File: config.mk
export PLATFORM = sky130hd
export DESIGN_NAME = contiguous_cell_allocator_core_flat
export DESIGN_NICKNAME = d
export VERILOG_FILES = /design/src/ccal_pkg.sv /design/src/ccal_if.sv /design/src/ccal_store.sv /design/src/ccal_scan.sv /design/src/contiguous_cell_allocator_core.sv /design/src/flat_wrapper.sv
export SDC_FILE = /design/constraint.sdc
export NUM_CORES = 2
export LEC_CHECK = 0
export BUFFER_PORTS_ARGS = -buffer_cell sky130_fd_sc_hd__buf_2
export CAP_MARGIN = 20
export CORE_ASPECT_RATIO = 1.5
export CORE_MARGIN = 4
export CORE_UTILIZATION = 55
export CTS_CLUSTER_SIZE = 25
export DETAILED_ROUTE_END_ITERATION = 6
export PLACE_DENSITY = 0.72
export SLEW_MARGIN = 20
export SYNTH_ARGS = -nofsm -noshare
export SYNTH_HDL_FRONTEND = slang
export SYNTH_SLANG_ARGS = --single-unit
File: constraint.sdc
create_clock -name clk -period 14.9 [get_ports clk]
set_clock_uncertainty 0.2 [all_clocks]
set_input_delay 2.235 -clock clk [delete_from_list [all_inputs] [get_ports clk]]
set_output_delay 2.235 -clock clk [all_outputs]
set_load 0.01 [all_outputs]
File: src/ccal_pkg.sv
// Shared constants, codes and types for the contiguous cell allocator.
package ccal_pkg;

    // Default sizes
    localparam int CELLS_DEF   = 256;
    localparam int ID_BITS_DEF = 8;

    // Fixed field widths
    localparam int STATUS_W  = 2;
    localparam int POL_W     = 2;
    localparam int CFG_IDX_W = 1;
    localparam int RUNS_W    = 32;

    // Result status codes
    localparam logic [STATUS_W-1:0] STATUS_OK        = 2'd0;
    localparam logic [STATUS_W-1:0] STATUS_REFUSED   = 2'd1;
    localparam logic [STATUS_W-1:0] STATUS_NOT_FOUND = 2'd2;

    // Fit policies
    localparam logic [POL_W-1:0] POL_FIRST = 2'd0;
    localparam logic [POL_W-1:0] POL_NEXT  = 2'd1;
    localparam logic [POL_W-1:0] POL_BEST  = 2'd2;
    localparam logic [POL_W-1:0] POL_WORST = 2'd3;

    // Request kinds
    localparam logic KIND_ALLOC = 1'b0;

    // Configuration register indexes
    localparam logic [CFG_IDX_W-1:0] REG_FIT_POLICY   = 1'd0;
    localparam logic [CFG_IDX_W-1:0] REG_CELLS_IN_USE = 1'd1;

    // Operations of the shared scan unit
    typedef enum logic [1:0] {
        SM_LARGEST,
        SM_SMALLEST,
        SM_RUN,
        SM_HOLE
    } scan_mode_t;

    // Per-cycle control from the sequencer to the scan unit
    typedef struct packed {
        logic       init;
        logic       clr_acc;
        logic       step;
        logic       cell_free;
        scan_mode_t mode;
    } scan_ctrl_t;

endpackage

File: src/ccal_if.sv
// Request and response channel interfaces of the contiguous cell allocator.
interface ccal_req_if #(
    parameter int ID_BITS = ccal_pkg::ID_BITS_DEF,
    parameter int CW      = 9
) ();
    logic               valid;
    logic               ready;
    logic               kind;
    logic [ID_BITS-1:0] owner_id;
    logic [CW-1:0]      run_length;

    modport source (output valid, kind, owner_id, run_length, input ready);
    modport sink   (input valid, kind, owner_id, run_length, output ready);
endinterface

interface ccal_rsp_if #(
    parameter int CB = 8,
    parameter int CW = 9
) ();
    logic                         valid;
    logic                         ready;
    logic [ccal_pkg::STATUS_W-1:0] status;
    logic [CB-1:0]                start_cell;
    logic [CW-1:0]                largest_hole;
    logic [CW-1:0]                occupied_cells;
    logic [CW-1:0]                owner_count;

    modport source (output valid, status, start_cell, largest_hole, occupied_cells,
                    owner_count, input ready);
    modport sink   (input valid, status, start_cell, largest_hole, occupied_cells,
                    owner_count, output ready);
endinterface

File: src/ccal_store.sv
// Cell owner memory: one write port, one registered read port.
module ccal_store #(
    parameter int CELLS   = ccal_pkg::CELLS_DEF,
    parameter int ID_BITS = ccal_pkg::ID_BITS_DEF,
    localparam int CB     = $clog2(CELLS)
) (
    input  logic               clk,
    input  logic               wr_en,
    input  logic [CB-1:0]      wr_addr,
    input  logic [ID_BITS-1:0] wr_data,
    input  logic               rd_en,
    input  logic [CB-1:0]      rd_addr,
    output logic [ID_BITS-1:0] rd_data
);
    logic [ID_BITS-1:0] mem [CELLS];
    logic [ID_BITS-1:0] rd_data_reg;

    // Write port
    always_ff @(posedge clk)
    begin
        if (wr_en)
        begin
            mem[wr_addr] <= wr_data;
        end
    end

    // Read port
    always_ff @(posedge clk)
    begin
        if (rd_en)
        begin
            rd_data_reg <= mem[rd_addr];
        end
    end

    assign rd_data = rd_data_reg;
endmodule

File: src/ccal_scan.sv
// Shared scan unit: free-run counter and one set of compares, stepped over the cells one at a time.
module ccal_scan #(
    parameter int CELLS = ccal_pkg::CELLS_DEF,
    localparam int CB   = $clog2(CELLS),
    localparam int CW   = $clog2(CELLS + 1)
) (
    input  logic                 clk,
    input  logic                 rst_n,
    input  ccal_pkg::scan_ctrl_t ctrl,
    input  logic [CW-1:0]        pos,
    input  logic [CW-1:0]        len,
    output logic [CW-1:0]        acc,
    output logic                 found,
    output logic [CB-1:0]        start
);
    import ccal_pkg::*;

    localparam logic [CW-1:0] ONE_W = CW'(1);

    logic [CW-1:0] run_reg, run_next;
    logic [CW-1:0] acc_reg, acc_next;
    logic          found_reg, found_next;
    logic [CB-1:0] start_reg, start_next;
    logic [CW-1:0] run_inc;
    logic          hole_end;
    logic [CW-1:0] run_start;
    logic [CW-1:0] hole_start;

    assign run_inc    = run_reg + ONE_W;
    assign hole_end   = !ctrl.cell_free && (run_reg != '0);
    assign run_start  = pos + ONE_W - len;
    assign hole_start = pos - run_reg;

    // One cell per step
    always_comb
    begin
        run_next   = run_reg;
        acc_next   = acc_reg;
        found_next = found_reg;
        start_next = start_reg;
        if (ctrl.init)
        begin
            run_next   = '0;
            found_next = 1'b0;
            if (ctrl.clr_acc)
            begin
                acc_next = '0;
            end
        end
        else if (ctrl.step)
        begin
            unique case (ctrl.mode)
                SM_LARGEST:
                begin
                    if (ctrl.cell_free && (run_inc > acc_reg))
                    begin
                        acc_next = run_inc;
                    end
                end
                SM_SMALLEST:
                begin
                    if (hole_end && (run_reg >= len) && (run_reg < acc_reg))
                    begin
                        acc_next = run_reg;
                    end
                end
                SM_RUN:
                begin
                    if (!found_reg && ctrl.cell_free && (run_inc == len))
                    begin
                        found_next = 1'b1;
                        start_next = run_start[CB-1:0];
                    end
                end
                SM_HOLE:
                begin
                    if (!found_reg && hole_end && (run_reg == acc_reg))
                    begin
                        found_next = 1'b1;
                        start_next = hole_start[CB-1:0];
                    end
                end
            endcase
            run_next = ctrl.cell_free ? run_inc : '0;
        end
    end

    always_ff @(posedge clk or negedge rst_n)
    begin
        if (!rst_n)
        begin
            found_reg <= 1'b0;
        end
        else
        begin
            found_reg <= found_next;
        end
    end

    always_ff @(posedge clk)
    begin
        run_reg   <= run_next;
        acc_reg   <= acc_next;
        start_reg <= start_next;
    end

    assign acc   = acc_reg;
    assign found = found_reg;
    assign start = start_reg;
endmodule

File: src/contiguous_cell_allocator_core.sv
// A refused allocate takes one scan over the n = cells_in_use cells; a placed one takes three
// or four scans plus a write pass over the placed cells; free takes two scans (one for owner
// zero). Throughput: one cell memory read per cycle per scan. A finished result waits in an
// output register while the next item is accepted. After reset, and after a cells_in_use
// write, a clearing pass over all CELLS cells runs before the first item is accepted.
module contiguous_cell_allocator_core #(
    parameter int CELLS   = ccal_pkg::CELLS_DEF,
    parameter int ID_BITS = ccal_pkg::ID_BITS_DEF,
    localparam int CW     = $clog2(CELLS + 1),
    localparam int CFG_W  = (CW > ccal_pkg::POL_W) ? CW : ccal_pkg::POL_W
) (
    input  logic                           clk,
    input  logic                           rst_n,
    input  logic                           cfg_we,
    input  logic [ccal_pkg::CFG_IDX_W-1:0] cfg_index,
    input  logic [CFG_W-1:0]               cfg_data,
    ccal_req_if.sink                       req,
    ccal_rsp_if.source                     rsp
);
    import ccal_pkg::*;

    localparam int CB = $clog2(CELLS);
    localparam logic [CW-1:0] CELLS_W = CW'(CELLS);
    localparam logic [CW-1:0] LAST_W  = CW'(CELLS - 1);
    localparam logic [CW-1:0] ONE_W   = CW'(1);

    // Sequencer states
    localparam logic [3:0] S_CLEAR = 4'd0;
    localparam logic [3:0] S_IDLE  = 4'd1;
    localparam logic [3:0] S_LARG1 = 4'd2;
    localparam logic [3:0] S_SMALL = 4'd3;
    localparam logic [3:0] S_PLACE = 4'd4;
    localparam logic [3:0] S_WRITE = 4'd5;
    localparam logic [3:0] S_FREE  = 4'd6;
    localparam logic [3:0] S_LARG2 = 4'd7;
    localparam logic [3:0] S_DONE  = 4'd8;

    // Control registers
    logic [3:0]        state_reg, state_next;
    logic [POL_W-1:0]  policy_reg, policy_next;
    logic [CW-1:0]     n_reg, n_next;
    logic [CW-1:0]     addr_reg, addr_next;
    logic              iss_done_reg, iss_done_next;
    logic              dv_reg, dv_next;
    logic              pass_done_reg, pass_done_next;
    logic              wrap_reg, wrap_next;
    logic [CB-1:0]     last_start_reg, last_start_next;
    logic [CW-1:0]     occ_reg, occ_next;
    logic [RUNS_W-1:0] runs_reg, runs_next;
    logic              rsp_valid_reg, rsp_valid_next;

    // Payload registers
    logic [CW-1:0]       dpos_reg, dpos_next;
    logic                dvirt_reg, dvirt_next;
    logic                kind_reg;
    logic [ID_BITS-1:0]  owner_reg;
    logic [CW-1:0]       len_reg;
    logic [CW-1:0]       cleared_reg, cleared_next;
    logic [STATUS_W-1:0] status_reg, status_next;
    logic [CB-1:0]       start_reg, start_next;
    logic [CW-1:0]       end_reg, end_next;
    logic [STATUS_W-1:0] rsp_status_reg;
    logic [CB-1:0]       rsp_start_reg;
    logic [CW-1:0]       rsp_largest_reg;
    logic [CW-1:0]       rsp_occ_reg;
    logic [CW-1:0]       rsp_runs_reg;

    // Memory and scan unit hookup
    logic               wr_en;
    logic [CB-1:0]      wr_addr;
    logic [ID_BITS-1:0] wr_data;
    logic               rd_en;
    logic [ID_BITS-1:0] rd_data;
    scan_ctrl_t         scan_ctrl;
    logic [CW-1:0]      scan_acc;
    logic               scan_found;
    logic [CB-1:0]      scan_start;

    // Sequencer helpers
    logic          accept;
    logic          rsp_load;
    logic          in_scan;
    logic          issue;
    logic          match;
    logic          go;
    logic [3:0]    go_state;
    logic          go_clr_acc;
    logic [CW-1:0] go_from;
    logic [CW-1:0] cfg_cells;

    assign accept  = req.valid && req.ready;
    assign in_scan = (state_reg == S_LARG1) || (state_reg == S_SMALL) ||
                     (state_reg == S_PLACE) || (state_reg == S_FREE) ||
                     (state_reg == S_LARG2);
    assign match   = dv_reg && !dvirt_reg && (rd_data == owner_reg);

    // Saturate a written managed-cell count to 1..CELLS
    always_comb
    begin
        cfg_cells = cfg_data[CW-1:0];
        if (cfg_cells == '0)
        begin
            cfg_cells = ONE_W;
        end
        else if (cfg_cells > CELLS_W)
        begin
            cfg_cells = CELLS_W;
        end
    end

    // Sequencer
    always_comb
    begin
        state_next      = state_reg;
        policy_next     = policy_reg;
        n_next          = n_reg;
        addr_next       = addr_reg;
        iss_done_next   = iss_done_reg;
        dv_next         = 1'b0;
        dpos_next       = dpos_reg;
        dvirt_next      = dvirt_reg;
        pass_done_next  = 1'b0;
        wrap_next       = wrap_reg;
        last_start_next = last_start_reg;
        occ_next        = occ_reg;
        runs_next       = runs_reg;
        cleared_next    = cleared_reg;
        status_next     = status_reg;
        start_next      = start_reg;
        end_next        = end_reg;
        rsp_valid_next  = rsp_valid_reg && !rsp.ready;
        rsp_load        = 1'b0;
        wr_en           = 1'b0;
        wr_addr         = addr_reg[CB-1:0];
        wr_data         = '0;
        go              = 1'b0;
        go_state        = state_reg;
        go_clr_acc      = 1'b0;
        go_from         = '0;

        // Stream cells start..n-1 (start is 0 but for next fit) plus one virtual occupied cell at n
        issue = in_scan && !iss_done_reg;
        rd_en = issue && (addr_reg != n_reg);
        if (issue)
        begin
            dv_next    = 1'b1;
            dpos_next  = addr_reg;
            dvirt_next = (addr_reg == n_reg);
            if (addr_reg == n_reg)
            begin
                iss_done_next = 1'b1;
            end
            else
            begin
                addr_next = addr_reg + ONE_W;
            end
        end
        if (in_scan && dv_reg && dvirt_reg)
        begin
            pass_done_next = 1'b1;
        end

        unique case (state_reg)
            S_CLEAR:
            begin
                wr_en = 1'b1;
                if (addr_reg == LAST_W)
                begin
                    state_next = S_IDLE;
                end
                else
                begin
                    addr_next = addr_reg + ONE_W;
                end
            end
            S_IDLE:
            begin
                if (accept)
                begin
                    status_next = STATUS_OK;
                    start_next  = '0;
                    go          = 1'b1;
                    if (req.kind == KIND_ALLOC)
                    begin
                        go_state   = S_LARG1;
                        go_clr_acc = 1'b1;
                    end
                    else if (req.owner_id == '0)
                    begin
                        status_next = STATUS_NOT_FOUND;
                        go_state    = S_LARG2;
                        go_clr_acc  = 1'b1;
                    end
                    else
                    begin
                        cleared_next = '0;
                        go_state     = S_FREE;
                    end
                end
            end
            S_LARG1:
            begin
                if (pass_done_reg)
                begin
                    go        = 1'b1;
                    wrap_next = 1'b0;
                    if ((owner_reg == '0) || (len_reg == '0) || (len_reg > scan_acc))
                    begin
                        status_next = STATUS_REFUSED;
                        go_state    = S_DONE;
                    end
                    else
                    begin
                        case (policy_reg)
                            POL_FIRST: go_state = S_PLACE;
                            POL_NEXT:
                            begin
                                go_state = S_PLACE;
                                go_from  = CW'(last_start_reg) + ONE_W;
                            end
                            POL_BEST:  go_state = S_SMALL;
                            POL_WORST: go_state = S_PLACE;
                            default:   go_state = S_PLACE;
                        endcase
                    end
                end
            end
            S_SMALL:
            begin
                if (pass_done_reg)
                begin
                    go       = 1'b1;
                    go_state = S_PLACE;
                end
            end
            S_PLACE:
            begin
                if (scan_found)
                begin
                    start_next = scan_start;
                    end_next   = CW'(scan_start) + len_reg - ONE_W;
                    go         = 1'b1;
                    go_state   = S_WRITE;
                    go_from    = CW'(scan_start);
                end
                else if (pass_done_reg)
                begin
                    go = 1'b1;
                    if ((policy_reg == POL_NEXT) && !wrap_reg)
                    begin
                        wrap_next = 1'b1;
                        go_state  = S_PLACE;
                    end
                    else
                    begin
                        status_next = STATUS_REFUSED;
                        start_next  = '0;
                        go_state    = S_DONE;
                    end
                end
            end
            S_WRITE:
            begin
                wr_en   = 1'b1;
                wr_data = owner_reg;
                if (addr_reg == end_reg)
                begin
                    last_start_next = start_reg;
                    occ_next        = occ_reg + len_reg;
                    runs_next       = runs_reg + RUNS_W'(1);
                    go              = 1'b1;
                    go_state        = S_LARG2;
                    go_clr_acc      = 1'b1;
                end
                else
                begin
                    addr_next = addr_reg + ONE_W;
                end
            end
            S_FREE:
            begin
                // Read-modify-write: clear the cell just read back
                wr_addr = dpos_reg[CB-1:0];
                if (match)
                begin
                    wr_en        = 1'b1;
                    cleared_next = cleared_reg + ONE_W;
                end
                if (pass_done_reg)
                begin
                    if (cleared_reg != '0)
                    begin
                        if (runs_reg != '0)
                        begin
                            runs_next = runs_reg - RUNS_W'(1);
                        end
                        occ_next = (occ_reg > cleared_reg) ? occ_reg - cleared_reg : '0;
                    end
                    else
                    begin
                        status_next = STATUS_NOT_FOUND;
                    end
                    go         = 1'b1;
                    go_state   = S_LARG2;
                    go_clr_acc = 1'b1;
                end
            end
            S_LARG2:
            begin
                if (pass_done_reg)
                begin
                    go       = 1'b1;
                    go_state = S_DONE;
                end
            end
            S_DONE:
            begin
                if (!rsp_valid_reg || rsp.ready)
                begin
                    rsp_load       = 1'b1;
                    rsp_valid_next = 1'b1;
                    state_next     = S_IDLE;
                end
            end
            default:
            begin
                state_next = S_IDLE;
            end
        endcase

        // Enter a new phase: restart the cell stream
        if (go)
        begin
            state_next     = go_state;
            addr_next      = go_from;
            iss_done_next  = 1'b0;
            dv_next        = 1'b0;
            pass_done_next = 1'b0;
        end

        // Configuration writes
        if (cfg_we)
        begin
            if (cfg_index == REG_FIT_POLICY)
            begin
                policy_next = cfg_data[POL_W-1:0];
            end
            else if (cfg_index == REG_CELLS_IN_USE)
            begin
                n_next          = cfg_cells;
                last_start_next = '0;
                occ_next        = '0;
                runs_next       = '0;
                state_next      = S_CLEAR;
                addr_next       = '0;
                dv_next         = 1'b0;
                pass_done_next  = 1'b0;
            end
        end
    end

    // Scan unit control
    always_comb
    begin
        scan_ctrl.init      = go && ((go_state == S_LARG1) || (go_state == S_SMALL) ||
                                     (go_state == S_PLACE) || (go_state == S_LARG2));
        scan_ctrl.clr_acc   = go_clr_acc;
        scan_ctrl.step      = dv_reg && in_scan && (state_reg != S_FREE);
        scan_ctrl.cell_free = !dvirt_reg && (rd_data == '0);
        case (state_reg)
            S_SMALL: scan_ctrl.mode = SM_SMALLEST;
            S_PLACE: scan_ctrl.mode = ((policy_reg == POL_FIRST) || (policy_reg == POL_NEXT)) ?
                                      SM_RUN : SM_HOLE;
            default: scan_ctrl.mode = SM_LARGEST;
        endcase
    end

    always_ff @(posedge clk or negedge rst_n)
    begin
        if (!rst_n)
        begin
            state_reg      <= S_CLEAR;
            policy_reg     <= POL_FIRST;
            n_reg          <= CELLS_W;
            addr_reg       <= '0;
            iss_done_reg   <= 1'b0;
            dv_reg         <= 1'b0;
            pass_done_reg  <= 1'b0;
            wrap_reg       <= 1'b0;
            last_start_reg <= '0;
            occ_reg        <= '0;
            runs_reg       <= '0;
            rsp_valid_reg  <= 1'b0;
        end
        else
        begin
            state_reg      <= state_next;
            policy_reg     <= policy_next;
            n_reg          <= n_next;
            addr_reg       <= addr_next;
            iss_done_reg   <= iss_done_next;
            dv_reg         <= dv_next;
            pass_done_reg  <= pass_done_next;
            wrap_reg       <= wrap_next;
            last_start_reg <= last_start_next;
            occ_reg        <= occ_next;
            runs_reg       <= runs_next;
            rsp_valid_reg  <= rsp_valid_next;
        end
    end

    always_ff @(posedge clk)
    begin
        dpos_reg    <= dpos_next;
        dvirt_reg   <= dvirt_next;
        cleared_reg <= cleared_next;
        status_reg  <= status_next;
        start_reg   <= start_next;
        end_reg     <= end_next;
        if (accept)
        begin
            kind_reg  <= req.kind;
            owner_reg <= req.owner_id;
            len_reg   <= req.run_length;
        end
        if (rsp_load)
        begin
            rsp_status_reg  <= status_reg;
            rsp_start_reg   <= start_reg;
            rsp_largest_reg <= scan_acc;
            rsp_occ_reg     <= occ_reg;
            rsp_runs_reg    <= runs_reg[CW-1:0];
        end
    end

    ccal_store #(
        .CELLS   (CELLS),
        .ID_BITS (ID_BITS)
    ) u_store (
        .clk     (clk),
        .wr_en   (wr_en),
        .wr_addr (wr_addr),
        .wr_data (wr_data),
        .rd_en   (rd_en),
        .rd_addr (addr_reg[CB-1:0]),
        .rd_data (rd_data)
    );

    ccal_scan #(
        .CELLS (CELLS)
    ) u_scan (
        .clk   (clk),
        .rst_n (rst_n),
        .ctrl  (scan_ctrl),
        .pos   (dpos_reg),
        .len   (len_reg),
        .acc   (scan_acc),
        .found (scan_found),
        .start (scan_start)
    );

    assign req.ready          = (state_reg == S_IDLE);
    assign rsp.valid          = rsp_valid_reg;
    assign rsp.status         = rsp_status_reg;
    assign rsp.start_cell     = rsp_start_reg;
    assign rsp.largest_hole   = rsp_largest_reg;
    assign rsp.occupied_cells = rsp_occ_reg;
    assign rsp.owner_count    = rsp_runs_reg;

    // Placement never writes past the managed cells
    a_write_in_range: assert property (@(posedge clk) disable iff (!rst_n)
        (state_reg == S_WRITE) |-> (addr_reg < n_reg))
        else $error("placement write beyond managed cells");

    // Held cell count stays within the managed cells
    a_occ_bound: assert property (@(posedge clk) disable iff (!rst_n)
        (occ_reg <= n_reg))
        else $error("occupied count exceeds managed cells");

    // An accepted word keeps the block busy on the next cycle
    a_busy_after_accept: assert property (@(posedge clk) disable iff (!rst_n)
        (accept && !cfg_we) |=> !req.ready)
        else $error("ready while an item is in work");

    // A found run fits inside the managed cells
    a_run_fits: assert property (@(posedge clk) disable iff (!rst_n)
        (state_reg == S_PLACE && scan_found) |->
        ((CW'(scan_start) + len_reg) <= n_reg))
        else $error("placed run overruns managed cells");

    // A refused allocation reports no start cell
    a_refused_start: assert property (@(posedge clk) disable iff (!rst_n)
        (rsp_load && status_reg == STATUS_REFUSED && kind_reg == KIND_ALLOC) |->
        (start_reg == '0))
        else $error("refused allocation with nonzero start");
endmodule
File: src/flat_wrapper.sv
// flat-port wrapper written by rule: the top's interface ports become plain ports
module contiguous_cell_allocator_core_flat import ccal_pkg::*;
#(
    parameter int CELLS   = ccal_pkg::CELLS_DEF,
    parameter int ID_BITS = ccal_pkg::ID_BITS_DEF,
    localparam int CW     = $clog2(CELLS + 1),
    localparam int CFG_W  = (CW > ccal_pkg::POL_W) ? CW : ccal_pkg::POL_W
)
  (clk, rst_n, cfg_we, cfg_index, cfg_data, req_valid, req_kind, req_owner_id, req_run_length, req_ready, rsp_valid, rsp_status, rsp_start_cell, rsp_largest_hole, rsp_occupied_cells, rsp_owner_count, rsp_ready);
  ccal_req_if #(.ID_BITS(ID_BITS)) req_i ();
  ccal_rsp_if rsp_i ();
  input  logic clk;
  input  logic rst_n;
  input  logic cfg_we;
  input  logic [ccal_pkg::CFG_IDX_W-1:0] cfg_index;
  input  logic [CFG_W-1:0] cfg_data;
  input wire logic [$bits(req_i.valid)-1:0] req_valid;
  input wire logic [$bits(req_i.kind)-1:0] req_kind;
  input wire logic [$bits(req_i.owner_id)-1:0] req_owner_id;
  input wire logic [$bits(req_i.run_length)-1:0] req_run_length;
  output wire logic [$bits(req_i.ready)-1:0] req_ready;
  output wire logic [$bits(rsp_i.valid)-1:0] rsp_valid;
  output wire logic [$bits(rsp_i.status)-1:0] rsp_status;
  output wire logic [$bits(rsp_i.start_cell)-1:0] rsp_start_cell;
  output wire logic [$bits(rsp_i.largest_hole)-1:0] rsp_largest_hole;
  output wire logic [$bits(rsp_i.occupied_cells)-1:0] rsp_occupied_cells;
  output wire logic [$bits(rsp_i.owner_count)-1:0] rsp_owner_count;
  input wire logic [$bits(rsp_i.ready)-1:0] rsp_ready;
  assign req_i.valid = req_valid;
  assign req_i.kind = req_kind;
  assign req_i.owner_id = req_owner_id;
  assign req_i.run_length = req_run_length;
  assign req_ready = req_i.ready;
  assign rsp_valid = rsp_i.valid;
  assign rsp_status = rsp_i.status;
  assign rsp_start_cell = rsp_i.start_cell;
  assign rsp_largest_hole = rsp_i.largest_hole;
  assign rsp_occupied_cells = rsp_i.occupied_cells;
  assign rsp_owner_count = rsp_i.owner_count;
  assign rsp_i.ready = rsp_ready;
  contiguous_cell_allocator_core #(.CELLS(CELLS), .ID_BITS(ID_BITS)) u_core (.clk(clk), .rst_n(rst_n), .cfg_we(cfg_we), .cfg_index(cfg_index), .cfg_data(cfg_data), .req(req_i), .rsp(rsp_i));
endmodule
==> impl_metrics.tcl <==
set metrics [dict create \
    ys_types 76 \
    relSlewSlack 0.118 \
    overflow 0 \
    row_count 182 \
    placed_area_sq_um 93600 \
    synth_area_per_cell_sq_um 18.9 \
    grt_pass1_wl_mm 320 \
    drt-total-wl_mm 215 \
    hold_viol 0 \
    cts.path.max_buffers 3 \
    fmax_ghz 0.173 \
    seqCellArea_sq_um 67100 \
    clkSinkCount 2252 \
    p_per_area_nw_per_um2 156 \
    path_cells "buf_12, buf_4, buf_4, mux4_2, a22oi_1, a21oi_1, nor2_1, o221ai_1, a22oi_1, o221ai_1" \
    final_nets 5017 \
    drc 0 \
    initial_core_util 0.553 \
    drt-initial-drc-count 4996 \
    status "finished clean" \
    cpPeakStageDelay_ns 0.74 \
    synth_edf_count 2164 \
    synth_area_leaders "edfxtp_1 (72%), mux4_2 (13%), dfrtp_1 (2.1%)" \
    crit_type "flip-flop to flip-flop" \
    rsz0062_at_grt "false" \
    fin_area_sq_um 100000 \
    p_switching_mw 4.42 \
    setup_viol 0 \
    synth.most_common_cell "edfxtp_1" \
    wl_per_cell_microns 29.7 \
    crit_required_ns 15.25 \
    intPower_mw 11.2 \
    path_max_fanout 91 \
    r2r_setup_slack_ns 9.12 \
    reg2regPathDepth 10 \
    synthArstFlopShare 0.0351 \
    die_w_microns 340 \
    endpoint_kind "flip-flop" \
    clkPwrFrac 0.323 \
    finalSetupTns_ns 0 \
    start_kind "flip-flop" \
    worst_slew_pin_slew_ns 1.32 \
    clock_latency_ns 0.84 \
    cts_setup_buffers 0 \
    yosys_register_bits 2252 \
    holdPathEnd "u_core.rsp.status[0]$_DFFE_PP_" \
    portBuffers 71 \
    die_h_microns 506 \
    fill_cells 11300 \
    crit_family "buffers and inverters" \
    vias 46800 \
    io_pins 72 \
    largest_reg_flops 2048 \
    cts_tree "done" \
    dp_hpwl_mm 135 \
    grt_pass1_vias 48300 \
    hold_path_class "flip-flop to flip-flop" \
    arrival_ns 6.13 \
    die_area_sq_um 172000 \
    seqPwrFrac 0.462 \
    core_sq_um 164000 \
    pwr-share-comb 0.215 \
    grt_max_degree 121 \
    antenna_found_initial 2 \
    cts_root_buffer "clkbuf_16" \
    synth_flop_cell "edfxtp_1" \
    r2r-start "u_core.addr_reg[0]$_DFF_PN0_" \
    period_minus_slack_ns 5.78 \
    drive_above_1_share 0.199 \
    swShare 0.283 \
    maxCapViolCount 0 \
    crit_buf_inv 3 \
    syn-num-nets 4945 \
    ys_seq_area_frac 0.739 \
    reg2reg_to "u_core.u_store.rd_data[3]$_DFFE_PP_" \
    synth_area_sq_um 90900 \
    first_pass_iters 6 \
    place.gp.congestion 0.929 \
    drv_slew 0 \
    post_cts_resized 0 \
    synth_top_area_frac 0.715 \
    period_share 0.388 \
    min_from "u_core.status_reg[0]$_DFFE_PP_" \
    numCtsBuffers 193 \
    leakagePower_nw 28.8 \
    ys_warn_count 0 \
    path_clk_slew_ns 0.07 \
    grt_use_total 0.252 \
    ir_drop_v 0.000138 \
    cpMaxStageDelayCell "buf_4" \
    synth_commonest_cells "edfxtp_1 (2164), mux4_2 (512), nor2_1 (391)" \
    cts_max_level 4 \
    postCtsHoldBufs 0 \
    startpoint "u_core.addr_reg[0]$_DFF_PN0_" \
    vias_per_cell 6.45 \
    ant_nets 0 \
    multi_input_area_sq_um 22300 \
    synthCells 4809 \
    area_delta_synth_final_pct 10.1 \
    synth.largest_area_cell "edfxtp_1" \
    min_path_cells 0 \
]
worst max-delay path by stage:
stage | endpoint | slack (ns) | depth (start not counted)
2_1_floorplan | u_core.u_store.mem[0][0]$_DFFE_PP_ | 9.25 | 4
3_3_place_gp | u_core.u_store.rd_data[0]$_DFFE_PP_ | 9.11 | 10
3_5_place_dp | u_core.u_store.rd_data[3]$_DFFE_PP_ | 9.08 | 10
4_1_cts | u_core.u_store.rd_data[3]$_DFFE_PP_ | 9.03 | 10
5_1_grt | u_core.u_store.rd_data[3]$_DFFE_PP_ | 8.78 | 10
6_report | u_core.u_store.rd_data[3]$_DFFE_PP_ | 9.12 | 10
layout by cell type (no fill, tap or decap), types with 21 or more instances in the layout:
master,netlist,final
a21oi_1,143,143
a221oi_1,67,67
a22o_1,65,65
a22oi_1,142,142
buf_2,61,70
buf_4,0,65
bufinv_16,0,21
clkbuf_1,193,29
clkbuf_16,0,196
clkinv_1,0,40
clkinv_2,0,40
dfrtp_1,78,76
edfxtp_1,2164,2164
ha_1,98,98
inv_1,97,97
mux4_2,512,512
nand2_1,131,125
nand3_1,53,53
nor2_1,391,390
nor3_1,67,67
nor4_1,24,24
o21ai_0,40,40
o221ai_1,24,24
o22ai_1,30,30
xnor2_1,66,66
xor2_1,60,60
final cells by class:
| type | instances | share of cell area |
|---|---|---|
| diodes | 4 | 0.000100 |
| clock buffers | 227 | 0.0504 |
| clock inverters | 129 | 0.0125 |
| inverters | 98 | 0.00368 |
| multi-input cells | 2185 | 0.223 |
| flip-flops and latches | 2252 | 0.671 |
| well taps | 2208 | 0.0276 |
| repair buffers | 151 | 0.0112 |
per-stage QoR:
step	util	cells	power, mW	hold WS (ns)	setup WS (ns)
after floorplan	-	4809	9.58	0.200	9.25
after global placement	0.570	6887	10.7	0.214	9.11
after detailed placement	0.570	6888	10.7	0.213	9.08
after CTS	0.608	7244	15.7	0.233	9.03
after global routing	0.609	7251	16.1	0.241	8.78
final	0.609	7254	15.6	0.240	9.12
metal layers:
metal | up-vias | part of all wire | global-route usage
met5 | - | 0.000060 | 0
li1 | 19800 | - | -
met3 | 549 | 0.066 | 0.0410
met1 | 24300 | 0.34 | 0.295
met2 | 2153 | 0.53 | 0.446
met4 | 2 | 0.064 | 0.137
power groups by stage:
stage / Combinational, mW / Clock (mW) / Sequential, mW
finish: 3.36 / 5.03 / 7.21
global route: 3.55 / 5.37 / 7.22
CTS: 3.38 / 5.10 / 7.21
detailed placement: 3.36 / 0 / 7.35
global placement: 3.34 / 0 / 7.35
floorplan: 2.32 / 0 / 7.26
kinds of logic (layout without fill, tap and decap cells):
family	Yosys count	after routing	synth area share
muxes	518	518	0.128
other	0	4	0
adders and majority gates	103	103	0.0146
xor gates and xnor gates	126	126	0.0121
buffers and inverters	372	605	0.0163
AOI/OAI and AO/OA	612	612	0.0478
and+or+nand+nor	826	826	0.0426
DFF	2252	2252	0.739
worst reg2reg max path, delay by kind of cell (launching register included):
kind            cells  cell delay, ns
mux                 1            0.67
compound gates      5            1.30
flops               1            0.67
simple gates        1            0.53
buf+inv             3            2.13
Power figures use the tool's default switching activity.
